File: config.mk
export PLATFORM = sky130hd
export DESIGN_NAME = hop_table_mesh_router
export DESIGN_NICKNAME = d
export VERILOG_FILES = /design/src/rtl/htm_pkg.sv /design/src/rtl/htm_cell.sv /design/src/rtl/hop_table_mesh_router.sv
export VERILOG_INCLUDE_DIRS = /design/src /design/src/rtl
export SDC_FILE = /design/constraint.sdc
export NUM_CORES = 1
export LEC_CHECK = 0
export CAP_MARGIN = 20
export CORE_ASPECT_RATIO = 1.25
export CORE_MARGIN = 10
export CORE_UTILIZATION = 60
export CTS_CLUSTER_SIZE = 16
export DETAILED_ROUTE_END_ITERATION = 10
export DONT_BUFFER_PORTS = 1
export PLACE_DENSITY_LB_ADDON = 0.2
export RECOVER_POWER = 100
export SLEW_MARGIN = 40
export SYNTH_ARGS = -nofsm -noshare
export SYNTH_HDL_FRONTEND = slang
export SYNTH_SLANG_ARGS = --single-unit
File: constraint.sdc
create_clock -name clk_i -period 11.9 [get_ports clk_i]
set_input_delay 1.785 -clock clk_i [delete_from_list [all_inputs] [get_ports clk_i]]
set_output_delay 1.785 -clock clk_i [all_outputs]
set_load 0.02 [all_outputs]
File: src/rtl/assert_macros.svh
// ---------------------------------------------------------------------------
// Assertion macros
// Concurrent assertion helpers shared by the RTL, empty for synthesis.
// ---------------------------------------------------------------------------
`ifndef ASSERT_MACROS_SVH
`define ASSERT_MACROS_SVH

`ifndef SYNTHESIS
`define HTM_ASSERT(lbl, clk, rstn, prop) \
  lbl: assert property (@(posedge clk) disable iff (!rstn) (prop)) \
    else $error("assertion failed");
`define HTM_ASSERT_NEVER(lbl, clk, rstn, cond) \
  lbl: assert property (@(posedge clk) disable iff (!rstn) !(cond)) \
    else $error("forbidden condition seen");
`else
`define HTM_ASSERT(lbl, clk, rstn, prop)
`define HTM_ASSERT_NEVER(lbl, clk, rstn, cond)
`endif

`endif

File: src/rtl/htm_pkg.sv
// ---------------------------------------------------------------------------
// Hop table mesh router package
// Sizes, codes and item types shared by the router and its table cells.
// ---------------------------------------------------------------------------
`default_nettype none

package htm_pkg;

  localparam int TABLE_DEPTH = 16;
  localparam int CNT_W       = $clog2(TABLE_DEPTH + 1);

  localparam logic [7:0] HOPS_UNKNOWN = 8'hFF;

  typedef enum logic [1:0] {
    OP_ADD  = 2'd0,
    OP_MSG  = 2'd1,
    OP_TICK = 2'd2
  } op_e;

  typedef enum logic [2:0] {
    ACT_DROP    = 3'd0,
    ACT_DELIVER = 3'd1,
    ACT_FORWARD = 3'd2,
    ACT_ADVERT  = 3'd3,
    ACT_ADDED   = 3'd4,
    ACT_FULL    = 3'd5
  } act_e;

  typedef enum logic [1:0] {
    REG_OWN_ID   = 2'd0,
    REG_WILDCARD = 2'd1,
    REG_HOP_TYPE = 2'd2
  } reg_e;

  typedef enum logic [1:0] {
    ST_IDLE,
    ST_EXEC,
    ST_TICK
  } state_e;

  typedef struct packed {
    logic [1:0] operation;
    logic [7:0] msg_type;
    logic [7:0] dest_id;
    logic [7:0] hop_value;
    logic [7:0] radius;
  } in_item_t;

  typedef struct packed {
    logic [2:0] action;
    logic [7:0] out_id;
    logic [7:0] out_hops;
    logic [7:0] out_radius;
    logic       last;
  } out_item_t;

  typedef struct packed {
    logic [7:0] id;
    logic [7:0] hops;
  } entry_t;

  typedef struct packed {
    logic       rotate;
    logic       advertise;
    logic       insert;
    logic [7:0] key;
    logic [7:0] hop_value;
  } cell_ctrl_t;

  typedef struct packed {
    logic valid;
    logic tail;
    logic sel;
  } cell_pos_t;

  typedef struct packed {
    logic       present;
    logic       closer;
    logic [7:0] hops;
  } cell_hit_t;

endpackage

`default_nettype wire

File: src/rtl/htm_cell.sv
// ---------------------------------------------------------------------------
// Hop table cell
// One table entry: lookup chain stage, in-place hop update, insert, rotate.
// ---------------------------------------------------------------------------
`default_nettype none

module htm_cell import htm_pkg::*; (
  input  wire        clk_i,
  input  cell_ctrl_t ctrl_i,
  input  cell_pos_t  pos_i,
  input  entry_t     next_i,
  input  entry_t     head_i,
  input  cell_hit_t  hit_i,
  output cell_hit_t  hit_o,
  output entry_t     entry_o
);

  entry_t     entry_q;
  entry_t     entry_d;
  logic       key_match;
  logic [7:0] hop_inc;

  assign key_match = pos_i.valid && (entry_q.id == ctrl_i.key);
  assign hop_inc   = ctrl_i.hop_value + 8'd1;

  always_comb begin
    hit_o         = hit_i;
    hit_o.present = hit_i.present || key_match;
    if (!hit_i.closer && key_match && (entry_q.hops < ctrl_i.hop_value)) begin
      hit_o.closer = 1'b1;
      hit_o.hops   = entry_q.hops;
    end
  end

  always_comb begin
    entry_d = entry_q;
    if (ctrl_i.rotate) begin
      entry_d = pos_i.tail ? head_i : next_i;
    end else if (ctrl_i.insert && pos_i.sel) begin
      entry_d.id   = ctrl_i.key;
      entry_d.hops = HOPS_UNKNOWN;
    end else if (ctrl_i.advertise && key_match && (ctrl_i.hop_value != HOPS_UNKNOWN) &&
                 (hop_inc < entry_q.hops)) begin
      entry_d.hops = hop_inc;
    end
  end

  always_ff @(posedge clk_i) begin
    entry_q <= entry_d;
  end

  assign entry_o = entry_q;

endmodule

`default_nettype wire

File: src/rtl/hop_table_mesh_router.sv
// An add item, or a message that is not a hop advertisement, gives one result,
// registered in out_q; a new item is taken only once the block is back in idle,
// so in_stall_o stays high while an item is in hand.
// A tick gives 1 + n results, one per cycle unless the output stalls, as the cell row rotates by one entry.
// Reset clears the entry count, control state and registers; no clearing pass.
// ---------------------------------------------------------------------------
// Hop table mesh router
// Distance-vector hop table held in a row of cells, with APB register port.
// ---------------------------------------------------------------------------
`default_nettype none

`include "assert_macros.svh"

module hop_table_mesh_router import htm_pkg::*; (
  input  wire        clk_i,
  input  wire        rst_ni,
  input  wire        in_valid_i,
  output logic       in_stall_o,
  input  in_item_t   in_item_i,
  output logic       out_valid_o,
  input  wire        out_stall_i,
  output out_item_t  out_item_o,
  input  wire        psel,
  input  wire        penable,
  input  wire        pwrite,
  input  wire [3:0]  paddr,
  input  wire [31:0] pwdata,
  output logic [31:0] prdata,
  output logic       pready
);

  logic [7:0] own_id_q, wildcard_q, hop_type_q;
  logic       cfg_wr;

  state_e     state_q, state_d;
  in_item_t   in_q;
  out_item_t  out_q, out_d;
  logic       out_valid_q, out_load, out_free;
  logic [CNT_W-1:0] count_q, count_d;
  logic [CNT_W-1:0] tick_k_q, tick_k_d;

  cell_ctrl_t ctrl;
  cell_hit_t  hit [TABLE_DEPTH+1];
  entry_t     entries [TABLE_DEPTH];

  logic is_adv, is_tick_more, table_full, tick_done;

  // Configuration port
  assign pready = 1'b1;
  assign cfg_wr = psel && penable && pwrite;

  always_ff @(posedge clk_i or negedge rst_ni) begin
    if (!rst_ni) begin
      own_id_q   <= 8'd0;
      wildcard_q <= 8'hFF;
      hop_type_q <= 8'd1;
    end else if (cfg_wr) begin
      unique case (paddr[3:2])
        REG_OWN_ID:   own_id_q   <= pwdata[7:0];
        REG_WILDCARD: wildcard_q <= pwdata[7:0];
        REG_HOP_TYPE: hop_type_q <= pwdata[7:0];
        default: ;
      endcase
    end
  end

  always_comb begin
    unique case (paddr[3:2])
      REG_OWN_ID:   prdata = {24'd0, own_id_q};
      REG_WILDCARD: prdata = {24'd0, wildcard_q};
      REG_HOP_TYPE: prdata = {24'd0, hop_type_q};
      default:      prdata = 32'd0;
    endcase
  end

  // Cell row
  assign hit[0] = '0;

  for (genvar g = 0; g < TABLE_DEPTH; g++) begin : g_cell
    cell_pos_t pos;
    entry_t    nxt;
    assign pos.valid = CNT_W'(g) < count_q;
    assign pos.tail  = CNT_W'(g + 1) == count_q;
    assign pos.sel   = CNT_W'(g) == count_q;
    if (g == TABLE_DEPTH - 1) begin : g_end
      assign nxt = entries[g];
    end else begin : g_mid
      assign nxt = entries[g + 1];
    end
    htm_cell u_cell (
      .clk_i   (clk_i),
      .ctrl_i  (ctrl),
      .pos_i   (pos),
      .next_i  (nxt),
      .head_i  (entries[0]),
      .hit_i   (hit[g]),
      .hit_o   (hit[g + 1]),
      .entry_o (entries[g])
    );
  end

  // Control
  assign out_free     = !out_valid_q || !out_stall_i;
  assign in_stall_o   = state_q != ST_IDLE;
  assign is_adv       = (in_q.operation == OP_MSG) && (in_q.msg_type == hop_type_q);
  assign is_tick_more = (in_q.operation == OP_TICK) && (count_q != '0);
  assign table_full   = count_q == CNT_W'(TABLE_DEPTH);
  assign tick_done    = (tick_k_q + CNT_W'(1)) == count_q;

  always_comb begin
    state_d = state_q;
    unique case (state_q)
      ST_IDLE: begin
        if (in_valid_i) state_d = ST_EXEC;
      end
      ST_EXEC: begin
        if (is_adv || (in_q.operation != OP_ADD && in_q.operation != OP_MSG &&
                       in_q.operation != OP_TICK)) begin
          state_d = ST_IDLE;
        end else if (out_free) begin
          state_d = is_tick_more ? ST_TICK : ST_IDLE;
        end
      end
      ST_TICK: begin
        if (out_free && tick_done) state_d = ST_IDLE;
      end
      default: state_d = ST_IDLE;
    endcase
  end

  always_comb begin
    out_load       = 1'b0;
    out_d          = out_q;
    count_d        = count_q;
    tick_k_d       = tick_k_q;
    ctrl           = '0;
    ctrl.key       = in_q.dest_id;
    ctrl.hop_value = in_q.hop_value;
    unique case (state_q)
      ST_IDLE: ;
      ST_EXEC: begin
        out_d.out_id     = in_q.dest_id;
        out_d.out_hops   = in_q.hop_value;
        out_d.out_radius = in_q.radius;
        out_d.last       = 1'b1;
        case (in_q.operation)
          OP_ADD: begin
            out_load         = out_free;
            out_d.out_hops   = 8'd0;
            out_d.out_radius = 8'd0;
            out_d.action     = ACT_ADDED;
            if (!hit[TABLE_DEPTH].present) begin
              if (table_full) begin
                out_d.action = ACT_FULL;
              end else begin
                ctrl.insert = out_free;
                if (out_free) count_d = count_q + CNT_W'(1);
              end
            end
          end
          OP_MSG: begin
            if (is_adv) begin
              ctrl.advertise = 1'b1;
            end else begin
              out_load = out_free;
              if (in_q.dest_id == own_id_q || in_q.dest_id == wildcard_q) begin
                out_d.action = ACT_DELIVER;
              end else if (hit[TABLE_DEPTH].closer) begin
                out_d.action   = ACT_FORWARD;
                out_d.out_hops = (hit[TABLE_DEPTH].hops != 8'd0) ?
                                 hit[TABLE_DEPTH].hops - 8'd1 : 8'd0;
              end else if (in_q.radius == 8'd0) begin
                out_d.action = ACT_DROP;
              end else begin
                out_d.action     = ACT_FORWARD;
                out_d.out_radius = in_q.radius - 8'd1;
              end
            end
          end
          OP_TICK: begin
            out_load         = out_free;
            out_d.action     = ACT_ADVERT;
            out_d.out_id     = own_id_q;
            out_d.out_hops   = 8'd0;
            out_d.out_radius = 8'd0;
            out_d.last       = count_q == '0;
            tick_k_d         = '0;
          end
          default: ;
        endcase
      end
      ST_TICK: begin
        out_d.action     = ACT_ADVERT;
        out_d.out_id     = entries[0].id;
        out_d.out_hops   = entries[0].hops;
        out_d.out_radius = 8'd0;
        out_d.last       = tick_done;
        if (out_free) begin
          out_load    = 1'b1;
          ctrl.rotate = 1'b1;
          tick_k_d    = tick_k_q + CNT_W'(1);
        end
      end
      default: ;
    endcase
  end

  always_ff @(posedge clk_i or negedge rst_ni) begin
    if (!rst_ni) begin
      state_q     <= ST_IDLE;
      out_valid_q <= 1'b0;
      count_q     <= '0;
      tick_k_q    <= '0;
    end else begin
      state_q  <= state_d;
      count_q  <= count_d;
      tick_k_q <= tick_k_d;
      if (out_load) begin
        out_valid_q <= 1'b1;
      end else if (!out_stall_i) begin
        out_valid_q <= 1'b0;
      end
    end
  end

  always_ff @(posedge clk_i) begin
    if (in_valid_i && !in_stall_o) in_q <= in_item_i;
    if (out_load) out_q <= out_d;
  end

  assign out_valid_o = out_valid_q;
  assign out_item_o  = out_q;

  `HTM_ASSERT_NEVER(a_count_range, clk_i, rst_ni, count_q > CNT_W'(TABLE_DEPTH))
  `HTM_ASSERT(a_tick_in_range, clk_i, rst_ni, (state_q == ST_TICK) |-> (tick_k_q < count_q))
  `HTM_ASSERT(a_last_ends_item, clk_i, rst_ni, (out_load && out_d.last) |=> (state_q == ST_IDLE))
  `HTM_ASSERT(a_count_grows_by_one, clk_i, rst_ni, !$stable(count_q) |-> (count_q == ($past(count_q) + CNT_W'(1))))

endmodule

`default_nettype wire

# Word level (Yosys, flattened, before mapping)
# Index checks and enable logic that the tools add are counted.
# totals
input_bits	77
ff_bits	355
out_inout_bits	63
word_cells	506
# op_classes
bitwise	2
n_reduce_logical	210
n_eq_ne	56
order_cmp	48
muxes	136
add_sub_neg	5
# ops
op	n
16-bit two-way mux	34
8-bit two-way mux	53
8-bit < comparator	32
8-bit == test	19
9-bit two-way mux	16
1-bit logical AND	119
28-bit case mux with 2 select lines	1
3-bit nonzero test	16
4-bit by 5-bit == test with 1-bit output (first input constant)	8
4-bit by 5-bit < comparator with 1-bit output (first input constant)	8
2-bit nonzero test	19
16-bit case mux with 2 select lines	1
8-bit case mux with 3 select lines	1
3-bit by 5-bit == test with 1-bit output (first input constant)	4
3-bit by 5-bit < comparator with 1-bit output (first input constant)	4
1-bit logical NOT	18
1-bit logical OR	18
2-bit AND reduction	8
8-bit by 1-bit subtractor with 8-bit output (second input constant)	2
2-bit two-way mux	7
1-bit two-way mux	13
2-bit != test (second input constant)	6
5-bit by 1-bit adder with 5-bit output (second input constant)	2
2-bit by 5-bit == test with 1-bit output (first input constant)	2
other kinds (29)	46

# Logic depth before layout (Yosys ltp)
# logic_depth
word_depth	71
ltp_mapped	20
mapped_depth_nobuf	18

# Cells and area by module
# Synthesis repeated with hierarchy kept, for this count alone.
# unflattened
hier_cells	2984
hier_area_um2	29463.3
# modules_own_cells
mod	cells_per_inst	instances	seq_area_each_um2	area_each_um2
htm_cell (g_cell[0].u_cell ...)	154	14	480.5	1486.4
hop_table_mesh_router	518	1	2798.9	5676.7
htm_cell (g_cell[14].u_cell)	156	1	480.5	1491.4
htm_cell (g_cell[5].u_cell)	154	1	480.5	1485.2

# Least setup slack after synthesis
# Ideal clock, no wire load.
# synth_path
kind	input port to output port
start	input port paddr[2]
end	output port prdata[0]
required_ns	10.115
slack_ns	7.310
arrival_ns	2.805
n_path_buf	1
path_stages	3
path_cell_list	buf_1 -> mux2i_1 -> o21ai_0
# synth_via
elab_chain_cells	2
elab_cells_between_ends	4
cone_classes	eq/ne: 2; mux: 1; reduce/logical: 1
# synth_lines
item	line_no	source
start: declaration	hop_table_mesh_router.sv:26	input wire [3:0] paddr,
2-bit == test, or another cell as far along	hop_table_mesh_router.sv:68	unique case (paddr[3:2])
8-bit case mux with 3 select lines *	hop_table_mesh_router.sv:68	
end: declaration	hop_table_mesh_router.sv:28	output logic [31:0] prdata,
# Mark *: on every way between the ends. The rest lies on a longest branch, timed or not.

==> out/summary.md <==
* Hold Path Cell Cnt: 2
* wirelength, routed: 102000 um
* initial antenna violation count: 2
* detailed-route via count: 25.2k
* Worst slew margin: -204%
* count of nets left with antenna violations after detail routing: 0
* fraction of synthesized cell area taken by the top area cell type: 35.2%
* clock period minus final worst setup slack: 8220 ps
* Layout Skew: 22.7 ps
* final count of pins violating max slew: 262
* Cell variety after synth: 100
* Post-synth top flop: sky130_fd_sc_hd__edfxtp_1
* number of global-route vias before repair: 24.7k
* final instance area: 0.0290 mm2
* area post-placement: 0.0277 mm2
* Final setup violation count: 0
* capturing element type of the critical path: register
* Data required, critical path: 12240 ps
* Post-Syn Area: 0.0271 mm2
* number of search-and-repair iterations in the first detailed-routing pass: 6
* worst flop-to-flop path endpoint: g_cell[12].u_cell.entry_o[14]
* layout filler cell count: 3745
* violation count after the first detailed-routing iteration: 3558
* crit-path max FO: 98
* # Max-Cap Violations: 7
* r2r worst-path depth: 7
* number of synthesized register bits: 355
* Detailed Place HPWL: 71100 um
* worst-case clock buffer depth: 3
* total global-route track usage: 36.3%
* Ports: 140
* setup slack on the worst flop-to-flop path: 3680 ps
* residual overflow from global routing: 0
* FF-to-FF Start: state_q[0]
* Critical Setup Path Class: register to register
* die area: 0.0541 mm2
* horizontal die dimension: 210 um
* average detailed-routed wire length per instance: 28.8 um
* maximum number of pins on one net before global-route repair: 99
* sequential cell area in the final layout: 0.0105 mm2
* static power due to leakage: 11.7 nW
* highest clock frequency the design can meet: 122 MHz
* setup slack at placement: 6410 ps
* Hold Slack: 502 ps
* average instance area after synthesis: 9.05 um2
* Worst-Skew Late Latency: 590 ps
* unrepaired setup endpoints after global routing: no
* number of buffers inserted during clock tree synthesis: 39
* final core utilization: 64.6%
* area delta synth->final: 6.96%
* H-tree lvl count: 2
* initial cell density of the core: 60.4%
* worst hold path type: register to register
* Root Buffer Master: sky130_fd_sc_hd__clkbuf_16
* Worst Setup Slack, final: 3680 ps
* sequential cell area fraction in the yosys report: 38.7%
* cell types occupying the most area after synthesis: sky130_fd_sc_hd__edfxtp_1 35%, sky130_fd_sc_hd__ha_1 11%, sky130_fd_sc_hd__nand2_1 9.0%, sky130_fd_sc_hd__a32oi_1 3.7%, sky130_fd_sc_hd__xnor2_1 3.2%
* run status: finished, violations left
* Final Hold Viols: 0
* largest voltage drop on the vdd net: 0.198 mV
* Yosys Warn Count: 0
* num rows: 87
* EDFF count, synth: 318
* clock tree from TritonCTS: built
* violations in the final reports: capacitance limit, slew limit
* fraction of the cycle the final worst path needs: 69.1%
* total negative setup slack: 0 ps
* wire length of the first global-routing pass: 150000 um
* # port buffers: 0
* Post CTS Setup Buffer Count: 0
* number of nets in the final layout: 3244
* fraction of layout cells with a size suffix above 1: 7.17%
* most area-hungry cell type in the Yosys netlist: sky130_fd_sc_hd__edfxtp_1
* area of combinational cells with multiple inputs: 0.0151 mm2
* Core ar.: 0.0448 mm2
* cell with the most instances after synthesis: sky130_fd_sc_hd__nand2_1
* CTS sink count: 355
* transition at the pin with the smallest max-transition slack: 4570 ps
* die extent in y: 258 um
* remaining routing DRC violations: 0
* type of origin of the critical path: register
* post-cts gate resize count: 0
* critical path arrival: 8560 ps
* end of the worst hold path: tick_k_q[4]
* async set-or-reset flop fraction in the synthesized netlist: 10.4%
* Hold Buf Count CTS: 0
* Syn Inst Count: 2994
* routed vias/inst: 7.14
* Worst Hold Launch: tick_k_q[4]
* total power density per cell area: 187 mW/mm2
* Clk pin slew, worst setup/hold paths: 60 ps
* leading cell types by count after synthesis: 652 x sky130_fd_sc_hd__nand2_1, 318 x sky130_fd_sc_hd__edfxtp_1, 240 x sky130_fd_sc_hd__ha_1, 164 x sky130_fd_sc_hd__inv_1, 136 x sky130_fd_sc_hd__clkbuf_1
* routability congestion estimate: 1.04
-- layout make-up --
class / instances / share of cell area [%]
clock buffers: 48 / 3.74
repair buffers: 79 / 2.11
well taps: 578 / 2.50
flip-flops and latches: 355 / 36.2
multi-input cells: 2286 / 52.2
inverters: 166 / 2.15
diodes: 1 / 0.00864
clock inverters: 22 / 1.13
-- metal layers --
metal	GRT usage, %	vias up	wire length, um
met5	0	-	10
met2	56.9	1886	45900
li1	-	10800	-
met1	44.0	11900	35300
met3	7.87	570	12400
met4	24.7	2	8160
-- state kept, by name, summed over array words and instances, names as in the netlist --
name,cells
own_id_q,8
count_q,5
hop_type_q,8
ctrl,16
wildcard_q,8
out_valid_o,1
g_cell.u_cell.entry_o,256
state_q,2
tick_k_q,5
out_item_o,28
in_q,18
-- worst max path at each step --
stage | cells after the start | from | end
after detailed placement | 20 | ctrl[4] | out_item_o[13]
after CTS | 20 | ctrl[4] | out_item_o[13]
after floorplan | 3 | paddr[2] | prdata[0]
after global placement | 17 | ctrl[3] | out_item_o[13]
final | 7 | state_q[0] | g_cell[12].u_cell.entry_o[14]
after global routing | 7 | state_q[0] | g_cell[2].u_cell.entry_o[14]
-- cells by family (layout without fill, tap and decap cells) --
logic type               count (synthesis)  after routing  share of synthesized area, %
AND/OR/NAND/NOR                       1115           1115                          18.9
AO/OA/AOI/OAI                          686            686                          17.8
buffers and inverters                  376            315                          5.99
flip-flops                             355            355                          38.7
adder cells (fa/ha/maj)                240            240                          11.1
XOR/XNOR                               173            173                          5.59
multiplexers                            47             47                          1.86
other                                    2             26                        0.0277
-- where the power goes --
part / total, mW / switching, mW / internal, mW
clock network: 1.37 / 0.548 / 0.823
logic: 2.14 / 1.46 / 0.680
registers: 1.92 / 0.210 / 1.71
-- worst max-delay path, cell delays in order (launching register included) --
cell                       delay [ps]
sky130_fd_sc_hd__dfrtp_1          400
sky130_fd_sc_hd__inv_1             90
sky130_fd_sc_hd__ha_1            1240
sky130_fd_sc_hd__inv_1            390
sky130_fd_sc_hd__nor2_4           180
sky130_fd_sc_hd__clkbuf_1        3180
sky130_fd_sc_hd__nor2_1          1750
sky130_fd_sc_hd__a31oi_1          650
-- stage by stage --
stage / std cells / power (mW)
2_1_floorplan: 3017 / 3.26
3_3_place_gp: 3452 / 3.87
3_5_place_dp: 3463 / 3.99
4_1_cts: 3533 / 5.35
5_1_grt: 3534 / 5.64
6_report: 3535 / 5.43
-- cells in the final DEF, fill, tap and decap left out, drive strengths merged, types with 31 or more instances in the layout --
| cell | instances |
|---|---|
| clkbuf | 58 |
| nand2b | 31 |
| ha | 240 |
| a21oi | 126 |
| xor2 | 74 |
| xnor2 | 99 |
| a32oi | 113 |
| a21o | 35 |
| nor3 | 50 |
| nand4 | 40 |
| nand2 | 653 |
| inv | 166 |
| buf | 69 |
| edfxtp | 318 |
| nand3 | 74 |
| a31oi | 124 |
| o21ai | 93 |
| nor2 | 103 |
(Power assumes the default switching activity.)
